<file path="config.mk">
export PLATFORM = sky130hd
export DESIGN_NAME = presence_qualified_fan_control_unit
export DESIGN_NICKNAME = d
export VERILOG_FILES = /design/src/hdl/pqfc_pkg.sv /design/src/hdl/pqfc_fifo.sv /design/src/hdl/pqfc_cfg.sv /design/src/hdl/pqfc_front.sv /design/src/hdl/pqfc_back.sv /design/src/hdl/presence_qualified_fan_control_unit.sv
export SDC_FILE = /design/constraint.sdc
export NUM_CORES = 1
export LEC_CHECK = 0
export BUFFER_PORTS_ARGS = -buffer_cell sky130_fd_sc_hd__buf_4
export CORE_ASPECT_RATIO = 1.75
export CORE_MARGIN = 8
export CORE_UTILIZATION = 45
export CTS_BUF_LIST = sky130_fd_sc_hd__clkbuf_4 sky130_fd_sc_hd__clkbuf_8
export DETAILED_ROUTE_END_ITERATION = 6
export PLACE_DENSITY = 0.68
export SLEW_MARGIN = 0
export SYNTH_ARGS = -nofsm -noshare
export SYNTH_HDL_FRONTEND = slang
export SYNTH_HIERARCHICAL = 1
export SYNTH_SLANG_ARGS = --single-unit
</file>
<file path="constraint.sdc">
create_clock -name clk_i -period 8.8 [get_ports clk_i]
set_input_delay 1.32 -clock clk_i [delete_from_list [all_inputs] [get_ports clk_i]]
set_output_delay 1.32 -clock clk_i [all_outputs]
set_load 0.01 [all_outputs]
</file>
<file path="src/hdl/pqfc_pkg.sv">
// ----------------------------------------------------------------------------
// pqfc_pkg: shared types and constants for the presence qualified fan control
// Word layouts, configuration register map and reset values.
// ----------------------------------------------------------------------------
package pqfc_pkg;

  // Timestamp width default and the fixed input timestamp width
  localparam int TIME_BITS_DEF = 32;
  localparam int NOW_W         = 32;

  // Configuration port
  localparam int CFG_IDX_W  = 3;
  localparam int CFG_DATA_W = 16;

  // Long absence delay is kept in milliseconds: 16 bit seconds times 1000
  localparam int MS_PER_S   = 1000;
  localparam int DELAY_MS_W = 26;

  // Queue depths
  localparam int JOB_DEPTH = 2;
  localparam int RES_DEPTH = 2;

  typedef enum logic [CFG_IDX_W-1:0] {
    CFG_AUTO_ENABLE      = 3'd0,
    CFG_TEMP_ON_TENTHS   = 3'd1,
    CFG_SPEED_MIN        = 3'd2,
    CFG_SPEED_MAX        = 3'd3,
    CFG_ABSENCE_DELAY_S  = 3'd4,
    CFG_MIN_DISTANCE_CM  = 3'd5,
    CFG_PRESENCE_HOLD_MS = 3'd6,
    CFG_ABSENCE_HOLD_MS  = 3'd7
  } cfg_idx_e;

  // Reset values
  localparam logic               RST_AUTO_ENABLE      = 1'b0;
  localparam logic signed [11:0] RST_TEMP_ON_TENTHS   = 12'sd250;
  localparam logic [7:0]         RST_SPEED_MIN        = 8'd30;
  localparam logic [7:0]         RST_SPEED_MAX        = 8'd100;
  localparam logic [15:0]        RST_ABSENCE_DELAY_S  = 16'd30;
  localparam logic [9:0]         RST_MIN_DISTANCE_CM  = 10'd20;
  localparam logic [15:0]        RST_PRESENCE_HOLD_MS = 16'd1000;
  localparam logic [15:0]        RST_ABSENCE_HOLD_MS  = 16'd2000;

  // Input word: one radar report
  typedef struct packed {
    logic               sensor_connected;
    logic               presence_flag;
    logic               moving_flag;
    logic [9:0]         moving_distance;
    logic               stationary_flag;
    logic [9:0]         stationary_distance;
    logic [NOW_W-1:0]   now_ms;
    logic signed [11:0] temperature_tenths;
    logic               fan_is_running;
    logic [7:0]         fan_speed_now;
  } in_word_t;

  // Output word: one result
  typedef struct packed {
    logic       presence_detected;
    logic [9:0] distance_cm;
    logic       presence_changed;
    logic       fan_on_cmd;
    logic       fan_off_cmd;
    logic       speed_write;
    logic [7:0] speed_value;
  } out_word_t;

  // Configuration register set
  typedef struct packed {
    logic                  auto_enable;
    logic signed [11:0]    temp_on_tenths;
    logic [7:0]            speed_min;
    logic [7:0]            speed_max;
    logic [DELAY_MS_W-1:0] absence_delay_ms;
    logic [9:0]            min_distance_cm;
    logic [15:0]           presence_hold_ms;
    logic [15:0]           absence_hold_ms;
  } cfg_t;

  // Classified report, front to back
  typedef struct packed {
    logic             connected;
    logic             presence;
    logic             target;      // moving or stationary target flagged
    logic [9:0]       distance;    // distance of the flagged target
    logic             dist_ok;     // target flagged and beyond min distance
    logic [NOW_W-1:0] now_ms;
    logic             warm;        // temperature above threshold
    logic             running;
    logic             speed_diff;  // clamped speed differs from applied speed
    logic [7:0]       speed;       // clamped automatic speed
  } job_t;

endpackage

</file>
<file path="src/hdl/pqfc_fifo.sv">
// ----------------------------------------------------------------------------
// pqfc_fifo: small synchronous queue
// Register based circular queue with push/full and pop/empty sides.
// ----------------------------------------------------------------------------
module pqfc_fifo #(
  parameter type T     = logic,
  parameter int  Depth = 2
) (
  input  logic clk_i,
  input  logic rst_ni,
  input  logic push_i,
  input  T     data_i,
  output logic full_o,
  input  logic pop_i,
  output T     data_o,
  output logic empty_o
);

  localparam int PtrW = (Depth > 1) ? $clog2(Depth) : 1;
  localparam int CntW = $clog2(Depth + 1);

  T                mem_q [Depth];
  logic [PtrW-1:0] wr_ptr_q, wr_ptr_d;
  logic [PtrW-1:0] rd_ptr_q, rd_ptr_d;
  logic [CntW-1:0] cnt_q, cnt_d;
  logic            do_push, do_pop;

  assign full_o  = (cnt_q == CntW'(Depth));
  assign empty_o = (cnt_q == '0);
  assign do_push = push_i && !full_o;
  assign do_pop  = pop_i && !empty_o;
  assign data_o  = mem_q[rd_ptr_q];

  // Pointer and count update
  always_comb begin
    wr_ptr_d = wr_ptr_q;
    rd_ptr_d = rd_ptr_q;
    cnt_d    = cnt_q;
    if (do_push) begin
      wr_ptr_d = (wr_ptr_q == PtrW'(Depth - 1)) ? '0 : wr_ptr_q + 1'b1;
    end
    if (do_pop) begin
      rd_ptr_d = (rd_ptr_q == PtrW'(Depth - 1)) ? '0 : rd_ptr_q + 1'b1;
    end
    if (do_push && !do_pop) begin
      cnt_d = cnt_q + 1'b1;
    end else if (do_pop && !do_push) begin
      cnt_d = cnt_q - 1'b1;
    end
  end

  always_ff @(posedge clk_i or negedge rst_ni) begin
    if (!rst_ni) begin
      wr_ptr_q <= '0;
      rd_ptr_q <= '0;
      cnt_q    <= '0;
    end else begin
      wr_ptr_q <= wr_ptr_d;
      rd_ptr_q <= rd_ptr_d;
      cnt_q    <= cnt_d;
    end
  end

  // Word storage, no reset
  always_ff @(posedge clk_i) begin
    if (do_push) begin
      mem_q[wr_ptr_q] <= data_i;
    end
  end

endmodule

</file>
<file path="src/hdl/pqfc_cfg.sv">
// ----------------------------------------------------------------------------
// pqfc_cfg: configuration registers
// Register file written over the config channel; flags auto mode turn-off.
// ----------------------------------------------------------------------------
module pqfc_cfg (
  input  logic                                clk_i,
  input  logic                                rst_ni,
  input  logic                                cfg_valid_i,
  output logic                                cfg_ready_o,
  input  logic [pqfc_pkg::CFG_IDX_W-1:0]      cfg_index_i,
  input  logic [pqfc_pkg::CFG_DATA_W-1:0]     cfg_data_i,
  output pqfc_pkg::cfg_t                      cfg_o,
  output logic                                auto_clr_o
);

  import pqfc_pkg::*;

  cfg_t     cfg_q, cfg_d;
  cfg_idx_e idx;
  logic     wr;

  assign cfg_ready_o = 1'b1;
  assign wr          = cfg_valid_i;
  assign idx         = cfg_idx_e'(cfg_index_i);
  assign cfg_o       = cfg_q;

  // Turning auto mode off drops was-present and the absence timer
  assign auto_clr_o = wr && (idx == CFG_AUTO_ENABLE) && !cfg_data_i[0];

  // Register write decode
  always_comb begin
    cfg_d = cfg_q;
    if (wr) begin
      unique case (idx)
        CFG_AUTO_ENABLE:      cfg_d.auto_enable      = cfg_data_i[0];
        CFG_TEMP_ON_TENTHS:   cfg_d.temp_on_tenths   = $signed(cfg_data_i[11:0]);
        CFG_SPEED_MIN:        cfg_d.speed_min        = cfg_data_i[7:0];
        CFG_SPEED_MAX:        cfg_d.speed_max        = cfg_data_i[7:0];
        CFG_ABSENCE_DELAY_S:  cfg_d.absence_delay_ms =
            DELAY_MS_W'(cfg_data_i[15:0]) * DELAY_MS_W'(MS_PER_S);
        CFG_MIN_DISTANCE_CM:  cfg_d.min_distance_cm  = cfg_data_i[9:0];
        CFG_PRESENCE_HOLD_MS: cfg_d.presence_hold_ms = cfg_data_i[15:0];
        CFG_ABSENCE_HOLD_MS:  cfg_d.absence_hold_ms  = cfg_data_i[15:0];
        default: ;
      endcase
    end
  end

  always_ff @(posedge clk_i or negedge rst_ni) begin
    if (!rst_ni) begin
      cfg_q.auto_enable      <= RST_AUTO_ENABLE;
      cfg_q.temp_on_tenths   <= RST_TEMP_ON_TENTHS;
      cfg_q.speed_min        <= RST_SPEED_MIN;
      cfg_q.speed_max        <= RST_SPEED_MAX;
      cfg_q.absence_delay_ms <= DELAY_MS_W'(RST_ABSENCE_DELAY_S) * DELAY_MS_W'(MS_PER_S);
      cfg_q.min_distance_cm  <= RST_MIN_DISTANCE_CM;
      cfg_q.presence_hold_ms <= RST_PRESENCE_HOLD_MS;
      cfg_q.absence_hold_ms  <= RST_ABSENCE_HOLD_MS;
    end else begin
      cfg_q <= cfg_d;
    end
  end

endmodule

</file>
<file path="src/hdl/pqfc_front.sv">
// ----------------------------------------------------------------------------
// pqfc_front: report classifier
// Picks the target distance, qualifies it and works out the automatic speed.
// ----------------------------------------------------------------------------
module pqfc_front (
  input  pqfc_pkg::in_word_t in_word_i,
  input  pqfc_pkg::cfg_t     cfg_i,
  output pqfc_pkg::job_t     job_o
);

  import pqfc_pkg::*;

  logic signed [12:0] temp_diff;
  logic [12:0]        spd_raw;
  logic [7:0]         spd_clamp;
  logic               target;
  logic [9:0]         tgt_dist;

  // Moving target wins over stationary
  assign target   = in_word_i.moving_flag || in_word_i.stationary_flag;
  assign tgt_dist = in_word_i.moving_flag ? in_word_i.moving_distance
                                          : in_word_i.stationary_distance;

  // Speed = min + excess/2, limited to max; only used when warm
  assign temp_diff = 13'(in_word_i.temperature_tenths) - 13'(cfg_i.temp_on_tenths);
  assign spd_raw   = 13'(cfg_i.speed_min) + 13'(temp_diff[12:1]);
  assign spd_clamp = (spd_raw > 13'(cfg_i.speed_max)) ? cfg_i.speed_max : spd_raw[7:0];

  always_comb begin
    job_o.connected  = in_word_i.sensor_connected;
    job_o.presence   = in_word_i.presence_flag;
    job_o.target     = target;
    job_o.distance   = tgt_dist;
    job_o.dist_ok    = target && (tgt_dist > cfg_i.min_distance_cm);
    job_o.now_ms     = in_word_i.now_ms;
    job_o.warm       = !temp_diff[12] && (temp_diff != '0);
    job_o.running    = in_word_i.fan_is_running;
    job_o.speed_diff = (spd_clamp != in_word_i.fan_speed_now);
    job_o.speed      = spd_clamp;
  end

endmodule

</file>
<file path="src/hdl/pqfc_back.sv">
// ----------------------------------------------------------------------------
// pqfc_back: presence qualifier and fan decision
// Holds presence/absence timers and state, issues one result per report.
// ----------------------------------------------------------------------------
module pqfc_back #(
  parameter int TimeBits = pqfc_pkg::TIME_BITS_DEF
) (
  input  logic                clk_i,
  input  logic                rst_ni,
  input  pqfc_pkg::cfg_t      cfg_i,
  input  logic                auto_clr_i,
  input  logic                job_empty_i,
  input  pqfc_pkg::job_t      job_i,
  output logic                job_pop_o,
  input  logic                res_full_i,
  output logic                res_push_o,
  output pqfc_pkg::out_word_t res_o
);

  import pqfc_pkg::*;

  localparam int CmpW = (TimeBits > DELAY_MS_W) ? TimeBits : DELAY_MS_W;

  logic                ps_q, ps_d;
  logic [9:0]          hd_q, hd_d;
  logic [TimeBits-1:0] pst_q, pst_d;
  logic                ptv_q, ptv_d;
  logic [TimeBits-1:0] ast_q, ast_d;
  logic                atv_q, atv_d;
  logic                wp_q, wp_d;
  logic [TimeBits-1:0] now_t;
  logic [TimeBits-1:0] p_since, a_since;
  logic                go;
  logic                f_start, f_stop, s_write;

  assign go         = !job_empty_i && !res_full_i;
  assign job_pop_o  = go;
  assign res_push_o = go;
  assign now_t      = TimeBits'(job_i.now_ms);

  // Per-report state update and fan decision
  always_comb begin
    ps_d    = ps_q;
    hd_d    = hd_q;
    pst_d   = pst_q;
    ptv_d   = ptv_q;
    ast_d   = ast_q;
    atv_d   = atv_q;
    wp_d    = wp_q;
    p_since = '0;
    a_since = '0;
    f_start = 1'b0;
    f_stop  = 1'b0;
    s_write = 1'b0;

    // presence qualification
    if (job_i.connected) begin
      if (job_i.presence) begin
        if (job_i.target) begin
          hd_d = job_i.distance;
        end
        if (job_i.dist_ok) begin
          if (!ptv_q) begin
            pst_d = now_t;
            ptv_d = 1'b1;
          end
          p_since = now_t - pst_d;
          if (p_since >= TimeBits'(cfg_i.presence_hold_ms)) begin
            ps_d = 1'b1;
          end
        end else begin
          ptv_d = 1'b0;
        end
        atv_d = 1'b0;
      end else begin
        ptv_d = 1'b0;
        hd_d  = '0;
        if (ps_q) begin
          if (!atv_q) begin
            ast_d = now_t;
            atv_d = 1'b1;
          end
          a_since = now_t - ast_d;
          if (a_since >= TimeBits'(cfg_i.absence_hold_ms)) begin
            ps_d = 1'b0;
          end
        end
      end
    end else begin
      ps_d = 1'b0;
      hd_d = '0;
    end

    // automatic fan mode
    if (cfg_i.auto_enable) begin
      if (ps_d) begin
        atv_d = 1'b0;
        wp_d  = 1'b1;
        if (job_i.warm) begin
          f_start = !job_i.running;
          s_write = job_i.speed_diff;
        end else if (job_i.running) begin
          f_stop = 1'b1;
        end
      end else if (wp_q) begin
        if (!atv_d) begin
          ast_d = now_t;
          atv_d = 1'b1;
        end
        a_since = now_t - ast_d;
        if ((CmpW'(a_since) >= CmpW'(cfg_i.absence_delay_ms)) && job_i.running) begin
          f_stop = 1'b1;
          wp_d   = 1'b0;
        end
      end
    end
  end

  // Result word
  always_comb begin
    res_o.presence_detected = ps_d;
    res_o.distance_cm       = hd_d;
    res_o.presence_changed  = (ps_d != ps_q);
    res_o.fan_on_cmd        = f_start;
    res_o.fan_off_cmd       = f_stop;
    res_o.speed_write       = s_write;
    res_o.speed_value       = s_write ? job_i.speed : '0;
  end

  always_ff @(posedge clk_i or negedge rst_ni) begin
    if (!rst_ni) begin
      ps_q  <= 1'b0;
      hd_q  <= '0;
      pst_q <= '0;
      ptv_q <= 1'b0;
      ast_q <= '0;
      atv_q <= 1'b0;
      wp_q  <= 1'b0;
    end else if (auto_clr_i) begin
      wp_q  <= 1'b0;
      atv_q <= 1'b0;
    end else if (go) begin
      ps_q  <= ps_d;
      hd_q  <= hd_d;
      pst_q <= pst_d;
      ptv_q <= ptv_d;
      ast_q <= ast_d;
      atv_q <= atv_d;
      wp_q  <= wp_d;
    end
  end

  // Start and stop never in one word
  a_start_stop_excl: assert property (@(posedge clk_i) disable iff (!rst_ni)
    res_push_o |-> !(res_o.fan_on_cmd && res_o.fan_off_cmd))
    else $error("fan start and stop in one word");

  // Manual mode issues no fan commands
  a_manual_quiet: assert property (@(posedge clk_i) disable iff (!rst_ni)
    res_push_o && !cfg_i.auto_enable |->
      !res_o.fan_on_cmd && !res_o.fan_off_cmd && !res_o.speed_write)
    else $error("fan command outside auto mode");

  // Disconnected sensor reports absence at zero distance
  a_disconnect: assert property (@(posedge clk_i) disable iff (!rst_ni)
    res_push_o && !job_i.connected |->
      !res_o.presence_detected && (res_o.distance_cm == '0))
    else $error("presence reported while disconnected");

  // Auto mode turn-off clears long absence tracking
  a_auto_clr: assert property (@(posedge clk_i) disable iff (!rst_ni)
    auto_clr_i |=> !wp_q && !atv_q)
    else $error("was-present not cleared");

endmodule

</file>
<file path="src/hdl/presence_qualified_fan_control_unit.sv">
// ----------------------------------------------------------------------------
// presence_qualified_fan_control_unit: radar presence qualifier with fan control
// A report is registered in the job queue and again in the result queue; the
// back end stalls while the result queue is full. Throughput: one report per
// cycle unless stalled; its state update closes the loop on presence and timers.
// Reset: asynchronous, clears both queues, state, timers and loads config defaults.
// ----------------------------------------------------------------------------
module presence_qualified_fan_control_unit #(
  parameter int TimeBits = pqfc_pkg::TIME_BITS_DEF
) (
  input  logic                            clk_i,
  input  logic                            rst_ni,
  input  logic                            push,
  input  pqfc_pkg::in_word_t              in_word_i,
  output logic                            full,
  input  logic                            pop,
  output pqfc_pkg::out_word_t             out_word_o,
  output logic                            empty,
  input  logic                            cfg_valid_i,
  output logic                            cfg_ready_o,
  input  logic [pqfc_pkg::CFG_IDX_W-1:0]  cfg_index_i,
  input  logic [pqfc_pkg::CFG_DATA_W-1:0] cfg_data_i
);

  import pqfc_pkg::*;

  cfg_t      cfg;
  logic      auto_clr;
  job_t      job_in, job_out;
  logic      job_empty, job_pop;
  out_word_t res;
  logic      res_full, res_push;

  // Configuration registers
  pqfc_cfg u_cfg (
    .clk_i       (clk_i),
    .rst_ni      (rst_ni),
    .cfg_valid_i (cfg_valid_i),
    .cfg_ready_o (cfg_ready_o),
    .cfg_index_i (cfg_index_i),
    .cfg_data_i  (cfg_data_i),
    .cfg_o       (cfg),
    .auto_clr_o  (auto_clr)
  );

  // Front end: classify report
  pqfc_front u_front (
    .in_word_i (in_word_i),
    .cfg_i     (cfg),
    .job_o     (job_in)
  );

  // Queue between front and back
  pqfc_fifo #(
    .T     (job_t),
    .Depth (JOB_DEPTH)
  ) u_job_q (
    .clk_i   (clk_i),
    .rst_ni  (rst_ni),
    .push_i  (push),
    .data_i  (job_in),
    .full_o  (full),
    .pop_i   (job_pop),
    .data_o  (job_out),
    .empty_o (job_empty)
  );

  // Back end: state and fan decision
  pqfc_back #(
    .TimeBits (TimeBits)
  ) u_back (
    .clk_i       (clk_i),
    .rst_ni      (rst_ni),
    .cfg_i       (cfg),
    .auto_clr_i  (auto_clr),
    .job_empty_i (job_empty),
    .job_i       (job_out),
    .job_pop_o   (job_pop),
    .res_full_i  (res_full),
    .res_push_o  (res_push),
    .res_o       (res)
  );

  // Result queue
  pqfc_fifo #(
    .T     (out_word_t),
    .Depth (RES_DEPTH)
  ) u_res_q (
    .clk_i   (clk_i),
    .rst_ni  (rst_ni),
    .push_i  (res_push),
    .data_i  (res),
    .full_o  (res_full),
    .pop_i   (pop),
    .data_o  (out_word_o),
    .empty_o (empty)
  );

endmodule

</file>
* Word level (Yosys, flattened, before mapping)
Memories as Yosys holds them, arrays and structs flattened.
Cells that the tools add are included.
** Word-level totals
- Flip-flop bits (word level) :: 180
- Latch bits :: 0
- Memory bits (writable) :: 160
- Bits in read-only memories :: 0
- Bits of input ports :: 101
- Logic and storage cells :: 170
- Memories :: 2
** Memories
- u_job_q.mem_q :: words 2, width 57, rd ports 1, clocked after Yosys merged registers in 0, write ports 1, line pqfc_fifo.sv:22 : T mem_q [Depth];
- u_res_q.mem_q :: words 2, width 23, rd ports 1, clocked after Yosys merged registers in 0, write ports 1, line pqfc_fifo.sv:22
** Operators by class
- Add/sub/neg operators :: 13
- Multiply operators :: 1
- Div/mod/pow operators :: 0
- Order comparisons :: 5
- Equal/unequal tests :: 11
- Shifts and indexed selects :: 0
- Mux-type cells :: 70
- Bitwise gates (word level) :: 1
- Reductions and logical operators :: 46
** Operators by type and width (number)
- two-way mux 32 bit :: 18
- subtractor 32 bit :: 3
- >= comparator 32 x 16 -> 1 bit :: 2
- two-way mux 1 bit :: 42
- two-way mux 10 bit :: 4
- >= comparator 32 x 26 -> 1 bit :: 1
- multiplier 16 x 7 -> 23 bit, second input constant :: 1
- AND reduction 2 bit :: 10
- two-way mux 8 bit :: 2
- logical AND 1 bit :: 14
- adder 8 x 12 -> 13 bit :: 1
- greater-than comparator 13 x 8 -> 1 bit :: 1
- nonzero test 13 bit :: 1
- subtractor 12 x 12 -> 13 bit :: 1
- == test 3 bit, second input constant :: 4
- logical NOT 1 bit :: 11
- greater-than comparator 10 bit :: 1
- two-way mux 2 bit :: 4
- != test 8 bit :: 1
- nonzero test 2 bit :: 4
- == test 3 x 2 -> 1 bit, second input constant :: 2
- AND reduction 5 bit :: 1
- adder 1 bit, second input constant :: 4
- adder 2 x 1 -> 2 bit, second input constant :: 2
- other kinds (9) :: 12

* Depth between registers and ports, before layout
Gate-level depths: netlist (run 1).
An unclocked memory read counts as a cell.
- Depth after elaboration :: 22
- Mapped depth :: 33

* By module
The synthesis (run 1) kept the hierarchy.
** By module, submodules not included
- pqfc_back :: instances 1, cells an instance 1534, area an instance 11937.7 µm², seq. area each 1951.9 µm²
- pqfc_cfg :: instances 1, cells an instance 580, area an instance 6198.4 µm², seq. area each 2394.8 µm²
- pqfc_fifo (u_job_q) :: instances 1, cells an instance 196, area an instance 4385.5 µm², seq. area each 3523.4 µm²
- pqfc_front :: instances 1, cells an instance 294, area an instance 2167.1 µm², seq. area each 0.0 µm²
- pqfc_fifo (u_res_q) :: instances 1, cells an instance 91, area an instance 1959.4 µm², seq. area each 1481.4 µm²

* Worst setup path after synthesis (run 1)
Ideal clock, no wire load.
- Path type :: register to register
- Start point :: register u_job_q.rd_ptr_q
- End point :: memory u_res_q/mem_q[0][9] (netlist name), data pin
- Setup time :: 252 ps
- Data arrival time :: 6426 ps
- Required time :: 8548 ps
- Path slack :: 2122 ps
- Cell stages (with the launch flop) :: 30
- Buffers on the path :: 5
- Clock period less this slack :: 6678 ps
- Cell sequence :: dfrtp_1 > buf_2 > mux2_2 > and2_1 > clkbuf_1 > nor2_1 > clkbuf_1 > mux2i_1 > ha_1 > clkbuf_1 > and3_1 > a221o_1 > a221oi_2 > a21oi_1 > nor2b_2 > o21ai_0 > nor2b_1 > a31oi_1 > xnor2_1 > ha_1 > a21o_1 > a21oi_1 > o2111ai_1 > nor4_1 > mux2i_1 > a2111o_1 > or3_1 > nand4_1 > mux2i_1 > buf_4
** RTL lines
- from (decl) :: line pqfc_fifo.sv:24 : logic [PtrW-1:0] rd_ptr_q, rd_ptr_d;
- from (signal assigned) :: line pqfc_fifo.sv:59 : rd_ptr_q <= rd_ptr_d;
- to (decl) :: line pqfc_fifo.sv:22

==> impl_metrics.py, run 1 <==
metrics = {
    "worst_setup_path": {
        "crit_family": "simple AND/OR/NAND/NOR gates",
        "cp_slowest_cell": "dfrtp_2",
        "crit_type": "flip-flop to flip-flop",
        "reg2regPathDepth": 28,
        "start_kind": "flip-flop",
        "cp_num_buf_inv": 1,
        "critPathArrivalTime_ns": 7.80,
        "reg2reg_setup_slack_ns": 1.41,
        "rr_endpoint": "u_res_q/mem_q[0][9]",
        "crit_fanout": 19,
        "reg2reg_from": "u_job_q/rd_ptr_q",
        "cp.required_ns": 9.21,
        "cp-end-kind": "flip-flop",
        "cp_slowest_stage_delay_ns": 0.69,
    },
    "layout": {
        "instances_no_fill": 3574,
        "design_area_mm2": 0.02910,
        "nFillCells": 5467,
        "nets": 3154,
        "multiInputGateArea_mm2": 0.01561,
        "area_growth_syn_to_layout_pct": 9.193,
        "drive_gt1_frac": 0.1744,
        "ff_latch_area_mm2": 0.009355,
    },
    "yosys": {
        "ys.flop_type": "edfxtp_1",
        "synthCells": 2695,
        "synthDistinctLibCells": 103,
        "synth_largest_area_cell": "edfxtp_1",
        "yosys.area_share.adder": 0.1608,
        "synth_most_common_cell": "nand2_1",
        "synthXorXnorAreaFrac": 0.03550,
        "synth_compound_area_frac": 0.1618,
        "avgSynthCellArea_um2": 9.888,
        "synth_top_area_frac": 0.1803,
        "yosysSeqAreaShare": 0.3509,
        "synth_top_family_by_area": "compound AO/OA/AOI/OAI gates",
        "synth_mux_area_frac": 0.1032,
        "yosys_warnings": 6,
        "synth-simple-area-share": 0.1224,
        "synth_edf_count": 160,
        "synth_top_cells_by_area": "edfxtp_1, dfrtp_1, ha_1, fa_1, mux2i_1",
        "ys_ff_latch": 340,
        "netlist_area_mm2": 0.02665,
        "ys_async_sr_fraction": 0.5294,
        "synth_common_cells": "nand2_1, ha_1, inv_1, o21ai_0, edfxtp_1",
    },
    "timing": {
        "max_freq_mhz": 135.4,
        "tns_ns": 0,
        "worst_pin_slew_ns": 1.221,
        "setup_viol": 0,
        "fin_skew_ns": 0.03930,
        "finalCritPeriodShare": 0.8394,
        "final.min_clock_period_ns": 7.387,
        "rsz0062_at_grt": "no",
        "hold_violations": 0,
        "holdWs_ns": 0.4805,
        "slew-limit-headroom": 0.1861,
        "drv_slew": 0,
    },
    "clock_network": {
        "worstSkewPairLatency_ns": 0.67,
        "htree_levels": 2,
        "clock_path_buffers": 3,
        "cts_buffers": 55,
        "cts.sinks": 340,
        "cts-root-buf": "clkbuf_8",
        "post-cts-setup-buffers": 0,
        "postCtsHoldBufs": 0,
        "cts_tree": "yes",
        "cts_resized": 0,
        "clkSlewWorstSetupHoldPaths_ns": 0.07,
    },
    "placement": {
        "dpl_cell_area_mm2": 0.02787,
        "place.detailed.hpwl_mm": 60.19,
        "place_inst": 3469,
        "gp_congestion": 0.9538,
        "numPortBuffers": 125,
    },
    "route": {
        "drt-initial-drc-count": 1198,
        "vias_per_cell": 5.739,
        "vias": 20510,
        "ant_nets": 0,
        "wirelength_mm": 77.44,
        "route.detailed.drc": 0,
        "drtPass1Iterations": 5,
        "detail_route.wl_per_cell_um": 21.67,
    },
    "floorplan": {
        "die_area_mm2": 0.06757,
        "io-pin-count": 127,
        "core_mm2": 0.05891,
        "dieHeight_um": 337.9,
        "fp-row-count": 118,
        "die_w_um": 200.0,
        "start_util": 0.4524,
    },
    "hold_path": {
        "min_from": "u_cfg/cfg_o[50]",
        "hold_depth": 2,
        "hold_path_class": "flip-flop to flip-flop",
        "hold_path_end": "u_cfg/cfg_o[50]",
    },
    "run_status": {
        "outcome": "completed",
    },
    "job": {
        "maxCapViolCount": 0,
    },
    "global_route": {
        "antenna_found_initial": 1,
        "grt_pass1_wl_mm": 120.7,
        "grt_start_max_net_pins": 77,
        "grtUsageTotal": 0.2305,
        "grt_overflow": 0,
        "grt_pass1_vias": 21710,
    },
}
## metal layers
layer  up-vias  share of wire  wire (um)  track usage
met4         0          0.065       5070       0.1446
met1     10020           0.36      27870       0.2338
li1       9771              -          -            -
met2       500           0.54      41940       0.4354
met3       219          0.033       2566      0.03011
met5         -              0          0            0
## final cells by class
class | count | area share
clock inverters | 34 | 0.01066
flip-flops and latches | 340 | 0.3215
multi-input cells | 1980 | 0.5365
diodes | 1 | 0.00008600
repair buffers | 141 | 0.03694
well taps | 780 | 0.03354
inverters | 228 | 0.02941
clock buffers | 70 | 0.03139
## state kept, by name, summed over array words and instances (netlist names), 2 cells and up
signal / count
u_back/ast_q: 32
u_back/hd_q: 10
u_back/pst_q: 32
u_cfg/cfg_o: 94
u_job_q/cnt_q: 2
u_job_q/mem_q: 114
u_res_q/cnt_q: 2
u_res_q/mem_q: 46
## tightest hold or removal path: cells and delay by family, from the launching register on
kind            cells  cell delay [ns]
compound gates      1             0.07
flops               1             0.36
simple gates        1             0.04
## through the flow
stage	setup slack [ns]	util
CTS	1.461	0.4939
detailed placement	1.507	0.4731
global route	0.9464	0.4939
floorplan	2.122	-
finish	1.413	0.4939
global placement	1.692	0.4731
## worst max-delay path by stage
stage,start,end,depth (start not counted)
final,u_job_q/rd_ptr_q,u_res_q/mem_q[0][9],28
after global routing,u_job_q/rd_ptr_q,u_res_q/mem_q[0][9],28
after CTS,u_job_q/rd_ptr_q,u_back/wp_q,28
after detailed placement,u_job_q/rd_ptr_q,u_back/wp_q,28
after global placement,u_job_q/rd_ptr_q,u_res_q/mem_q[0][9],27
after floorplan,u_job_q/rd_ptr_q,u_res_q/mem_q[0][9],29
## cell families (layout without fill, tap and decap cells)
group,after synthesis,after routing
fa+ha+maj,307,307
other cells,2,5
compound gates,633,633
mux,243,243
buf+inv,377,473
simple gates,685,685
xor+xnor,108,108
flops,340,340
## placed cells by master (no fill, tap or decap), types with 15 or more instances in the layout
cell	count
clkbuf_8	62
nand4_1	38
edfxtp_1	160
nand2_1	286
nand2b_1	19
nand3_1	51
o221ai_2	31
nor3_1	55
o21a_1	21
mux2_4	41
dfstp_2	34
ha_1	248
and3_1	28
a21o_1	51
a31oi_1	16
xor2_1	48
nor2b_1	16
nor2_1	112
inv_1	228
mux2_2	89
mux2i_1	113
o21bai_1	17
a21oi_1	156
o21ai_0	177
o211ai_1	17
xnor2_1	60
dfrtp_1	143
clkinv_2	15
fa_1	59
buf_4	139
a211oi_1	27
Power of run 1 is not shown: default switching activity piles up to over one toggle a cycle in this logic, so the estimate is an artifact.
==> inputs of run 2 (changes only) <==
- clock period: 8.8 -> 7.26 ns (I/O delays scaled with it)
==> run 2 against run 1 <==
- worst hold slack got worse by 0.0060 ns
- fmax grew 9.7%
- worst setup slack lost 0.88 ns
- final cell count is 0.34% higher
- via count is 0.41% higher
- highest routed layer is now met5
- utilization increased by 0.24 points
==> impl_metrics.py, run 2 (same netlist as run 1, synthesis figures left out) <==
metrics = {
    "worst_setup_path": {
        "start_kind": "flip-flop",
        "crit_chain": "buf_4, mux2_4, mux2i_1, ha_1, nor2b_1, o31a_1, o2111ai_1, nand2_1, a21o_1, a21o_1, a21oi_1, xnor2_1, ha_1, a211oi_1, o2111ai_1, a2111o_1, a2111oi_1, nand4_1, nor4_4, a21oi_2, a211oi_4, buf_12, and3_1",
        "cp.required_ns": 7.79,
        "cp_slowest_stage_delay_ns": 0.50,
        "cp-end-kind": "flip-flop",
        "crit_fanout": 10,
        "crit_type": "flip-flop to flip-flop",
        "critPathArrivalTime_ns": 7.26,
        "cp_slowest_cell": "a2111oi_1",
    },
    "layout": {
        "final_common_cell": "nand2_1",
        "drive_gt1_frac": 0.1755,
        "largest_register_ff_count": 114,
        "nFillCells": 5377,
        "layout_common_cells": "nand2_1, ha_1, inv_1",
        "nets": 3166,
        "area_growth_syn_to_layout_pct": 9.719,
        "max_flop_register": "u_job_q/mem_q",
    },
    "floorplan": {
        "fp-row-count": 118,
        "die_w_um": 200.0,
        "core_mm2": 0.05891,
        "start_util": 0.4524,
        "die_area_mm2": 0.06757,
        "dieHeight_um": 337.9,
        "io-pin-count": 127,
    },
    "clock_network": {
        "clock_path_buffers": 3,
        "cts_buffers": 54,
        "postCtsHoldBufs": 0,
        "clkSlewWorstSetupHoldPaths_ns": 0.07,
        "cts_tree": "yes",
        "htree_levels": 2,
        "worstSkewPairLatency_ns": 0.71,
        "cts-root-buf": "clkbuf_8",
        "cts.sinks": 340,
    },
    "global_route": {
        "grt_pass1_vias": 21810,
        "grtUsageTotal": 0.2343,
        "grt_overflow": 0,
        "grt_start_max_net_pins": 92,
        "antenna_found_initial": 3,
        "grt_pass1_wl_mm": 122.5,
    },
    "timing": {
        "setup_viol": 0,
        "drv_slew": 0,
        "finalCritPeriodShare": 0.9271,
        "tns_ns": 0,
        "rsz0062_at_grt": "no",
        "fin_skew_ns": 0.05318,
        "max_freq_mhz": 148.6,
        "worst_pin_slew_ns": 1.332,
        "slew-limit-headroom": 0.1109,
        "final.min_clock_period_ns": 6.731,
        "hold_violations": 0,
    },
    "route": {
        "drtPass1Iterations": 5,
        "vias_per_cell": 5.744,
        "ant_nets": 0,
        "route.detailed.drc": 0,
        "detail_route.wl_per_cell_um": 21.95,
        "drt-initial-drc-count": 1353,
        "vias": 20600,
        "wirelength_mm": 78.70,
    },
    "placement": {
        "place.detailed.hpwl_mm": 61.60,
        "gp_congestion": 0.9642,
        "numPortBuffers": 125,
    },
    "job": {
        "maxCapViolCount": 0,
    },
    "run_status": {
        "outcome": "completed",
    },
    "hold_path": {
        "hold_path_class": "flip-flop to flip-flop",
    },
}
==> run 2: critical path, delay by kind of cell, from the launching register on <==
kind / cells / cell delay (ns)
buffers and inverters: 2 / 0.42
AOI/OAI and AO/OA: 11 / 3.05
adders and majority gates: 2 / 0.57
DFF: 1 / 0.43
xor gates and xnor gates: 1 / 0.14
muxes: 2 / 0.72
and+or+nand+nor: 5 / 1.24
==> run 2: what timing repair did <==
item,CTS,global route
buffers inserted,0,1
resized for setup,0,1
endpoints found under the setup margin,0,20
==> run 2: area by class of cell <==
class | instances | area [um^2] | share of cell area
Antenna cell | 3 | 7.507 | 0.0002568
Timing Repair Buffer | 154 | 1210 | 0.04138
Clock buffer | 68 | 879.6 | 0.03008
Clock inverter | 33 | 336.6 | 0.01151
Sequential cell | 340 | 9355 | 0.3200
Multi-Input combinational cell | 1980 | 15620 | 0.5342
Tap cell | 780 | 975.9 | 0.03338
Inverter | 228 | 855.8 | 0.02927
==> run 2: per-layer routing <==
| layer | track usage | routed length [um] | up-vias |
|---|---|---|---|
| li1 | - | - | 9804 |
| met4 | 0.1416 | 4947 | 2 |
| met2 | 0.4358 | 41960 | 519 |
| met5 | 0 | 14 | - |
| met3 | 0.03031 | 2783 | 193 |
| met1 | 0.2459 | 29000 | 10080 |
==> run 2: path summary, 6_finish.rpt <==
| path | start | endpoint | slack (ns) | cells past startpoint |
|---|---|---|---|---|
| setup / recovery | u_job_q/rd_ptr_q | u_res_q/mem_q[1][7] | 0.53 | 23 |
| hold / removal | u_cfg/cfg_o[54] | u_cfg/cfg_o[54] | 0.47 | 2 |
| setup reg to reg | u_job_q/rd_ptr_q | u_res_q/mem_q[1][7] | 0.53 | 23 |
| hold reg to reg | u_cfg/cfg_o[54] | u_cfg/cfg_o[54] | 0.47 | 2 |
| max in group asynchronous | rst_ni | u_cfg/cfg_o[30] | 5.42 | 2 |
| min in group asynchronous | rst_ni | u_back/hd_q[5] | 0.49 | 1 |
==> run 2: per-stage QoR <==
step	hold slack [ns]	utilization	setup WS, ns	area, um^2	cells
after detailed placement	0.4613	0.4751	0.4140	27990	3481
after global routing	0.4987	0.4963	0.003990	29240	3585
after global placement	0.4580	0.4751	0.5776	27990	3481
after CTS	0.4770	0.4957	0.3683	29200	3582
after floorplan	0.4452	-	0.5820	26660	2697
final	0.4745	0.4963	0.5293	29240	3586
Power of run 2 is left out for the same reason.
==> inputs of run 3 (changes only) <==
- PLACE_DENSITY: 0.68 -> 0.71
- clock period: 7.26 -> 5.8 ns (I/O delays scaled with it)
==> run 3 against run 2 <==
- the run now ends with setup timing left
- critical path type unchanged
- routed wire length is 3.0% higher
- global-route usage up 0.24 points
- sequential cell count unchanged
==> impl_metrics.py, run 3 (same netlist as run 1, synthesis figures left out) <==
metrics = {
    "layout": {
        "design_area_mm2": 0.03209,
        "instances_no_fill": 3826,
        "largest_register_ff_count": 114,
        "layout_common_cells": "buf_4, nand2_1, ha_1",
        "ff_latch_area_mm2": 0.009355,
        "drive_gt1_frac": 0.2760,
        "max_flop_register": "u_job_q/mem_q",
        "final_common_cell": "buf_4",
        "multiInputGateArea_mm2": 0.01636,
        "area_growth_syn_to_layout_pct": 20.41,
        "nets": 3408,
        "nFillCells": 5173,
    },
    "worst_setup_path": {
        "cp-end-kind": "flip-flop",
        "crit_top_cell": "buf_12",
        "crit_type": "flip-flop to flip-flop",
        "critPathArrivalTime_ns": 6.41,
        "cp_slowest_stage_delay_ns": 0.45,
        "cp_num_buf_inv": 2,
        "start_kind": "flip-flop",
        "crit_fanout": 6,
        "cp_slowest_cell": "dfrtp_2",
        "cp.required_ns": 6.24,
        "crit_family": "simple AND/OR/NAND/NOR gates",
    },
    "global_route": {
        "grt_overflow": 0,
        "antenna_found_initial": 2,
        "grt_pass1_wl_mm": 123.9,
        "grt_start_max_net_pins": 138,
        "grt_pass1_vias": 22940,
        "grtUsageTotal": 0.2368,
    },
    "placement": {
        "gp_congestion": 0.9411,
        "numPortBuffers": 125,
        "place_inst": 3688,
        "dpl_cell_area_mm2": 0.02960,
        "place.detailed.hpwl_mm": 62.54,
    },
    "clock_network": {
        "cts.sinks": 340,
        "worstSkewPairLatency_ns": 0.69,
        "cts_buffers": 52,
        "cts-root-buf": "clkbuf_8",
        "clock_path_buffers": 3,
        "htree_levels": 2,
        "clkSlewWorstSetupHoldPaths_ns": 0.07,
        "cts_tree": "yes",
    },
    "timing": {
        "fin_skew_ns": 0.03226,
        "drv_slew": 0,
        "slew-limit-headroom": 0.1399,
        "rsz0062_at_grt": "yes",
        "setup_viol": 54,
        "final.min_clock_period_ns": 5.971,
        "max_freq_mhz": 167.5,
        "tns_ns": -5.326,
        "finalCritPeriodShare": 1.030,
        "hold_violations": 0,
        "worst_pin_slew_ns": 1.289,
        "setup_slack_ns": -0.1714,
    },
    "run_status": {
        "violations": "setup timing",
        "outcome": "finished with violations",
    },
    "floorplan": {
        "io-pin-count": 127,
        "die_area_mm2": 0.06757,
        "dieHeight_um": 337.9,
        "core_mm2": 0.05891,
        "fp-row-count": 118,
        "die_w_um": 200.0,
        "start_util": 0.4524,
    },
    "job": {
        "maxCapViolCount": 0,
    },
    "route": {
        "drtPass1Iterations": 5,
        "ant_nets": 0,
        "drt-initial-drc-count": 1135,
        "wirelength_mm": 81.04,
        "vias": 21790,
        "detail_route.wl_per_cell_um": 21.18,
        "route.detailed.drc": 0,
        "vias_per_cell": 5.696,
    },
    "hold_path": {
        "hold_path_class": "primary input to asynchronous set/reset pin",
    },
}
## run 3: timing repair
action                     4_1_cts  5_1_grt
setup endpoints to repair       60       61
cloned                           5        2
pin swaps                       30       36
hold buffers                     0        0
setup buffers                   25       11
gates resized for setup         81       84
## run 3: stage by stage
stage               setup slack, ns  hold slack (ns)    util
floorplan                   -0.1580           0.4452       -
global placement            -0.4168           0.4577  0.5025
detailed placement          -0.7125           0.4640  0.5025
CTS                         -0.1630          0.07500  0.5364
global route                -0.4554           0.1174  0.5447
finish                      -0.1714           0.1167  0.5447
## run 3: cell type report
cell class | count | area share
Inverter | 228 | 0.02667
Sequential cell | 340 | 0.2916
Timing Repair Buffer | 398 | 0.1028
Antenna cell | 2 | 0.0001560
Tap cell | 780 | 0.03042
Clock inverter | 25 | 0.01010
Multi-Input combinational cell | 1980 | 0.5099
Clock buffer | 73 | 0.02839
## run 3: worst paths after layout
kind / startpoint / to / slack (ns) / depth (start not counted)
max: u_job_q/rd_ptr_q / u_res_q/mem_q[0][9] / -0.17 / 27
min: rst_ni / u_cfg/cfg_o[68] / 0.12 / 1
max reg2reg: u_job_q/rd_ptr_q / u_res_q/mem_q[0][9] / -0.17 / 27
min reg2reg: u_back/pst_q[21] / u_back/pst_q[21] / 0.48 / 2
max in group asynchronous: rst_ni / u_back/ptv_q / 4.48 / 2
min in group clk_i: in_word_i[35] / u_job_q/mem_q[0][25] / 0.36 / 1
## run 3: per-layer routing
metal / global-route usage / part of all wire / vias up
li1: - / - / 10310
met1: 0.2331 / 0.35 / 10590
met2: 0.4440 / 0.53 / 618
met3: 0.03219 / 0.038 / 274
met4: 0.1710 / 0.079 / 0
met5: 0 / 0 / -
Power of run 3 is left out for the same reason.
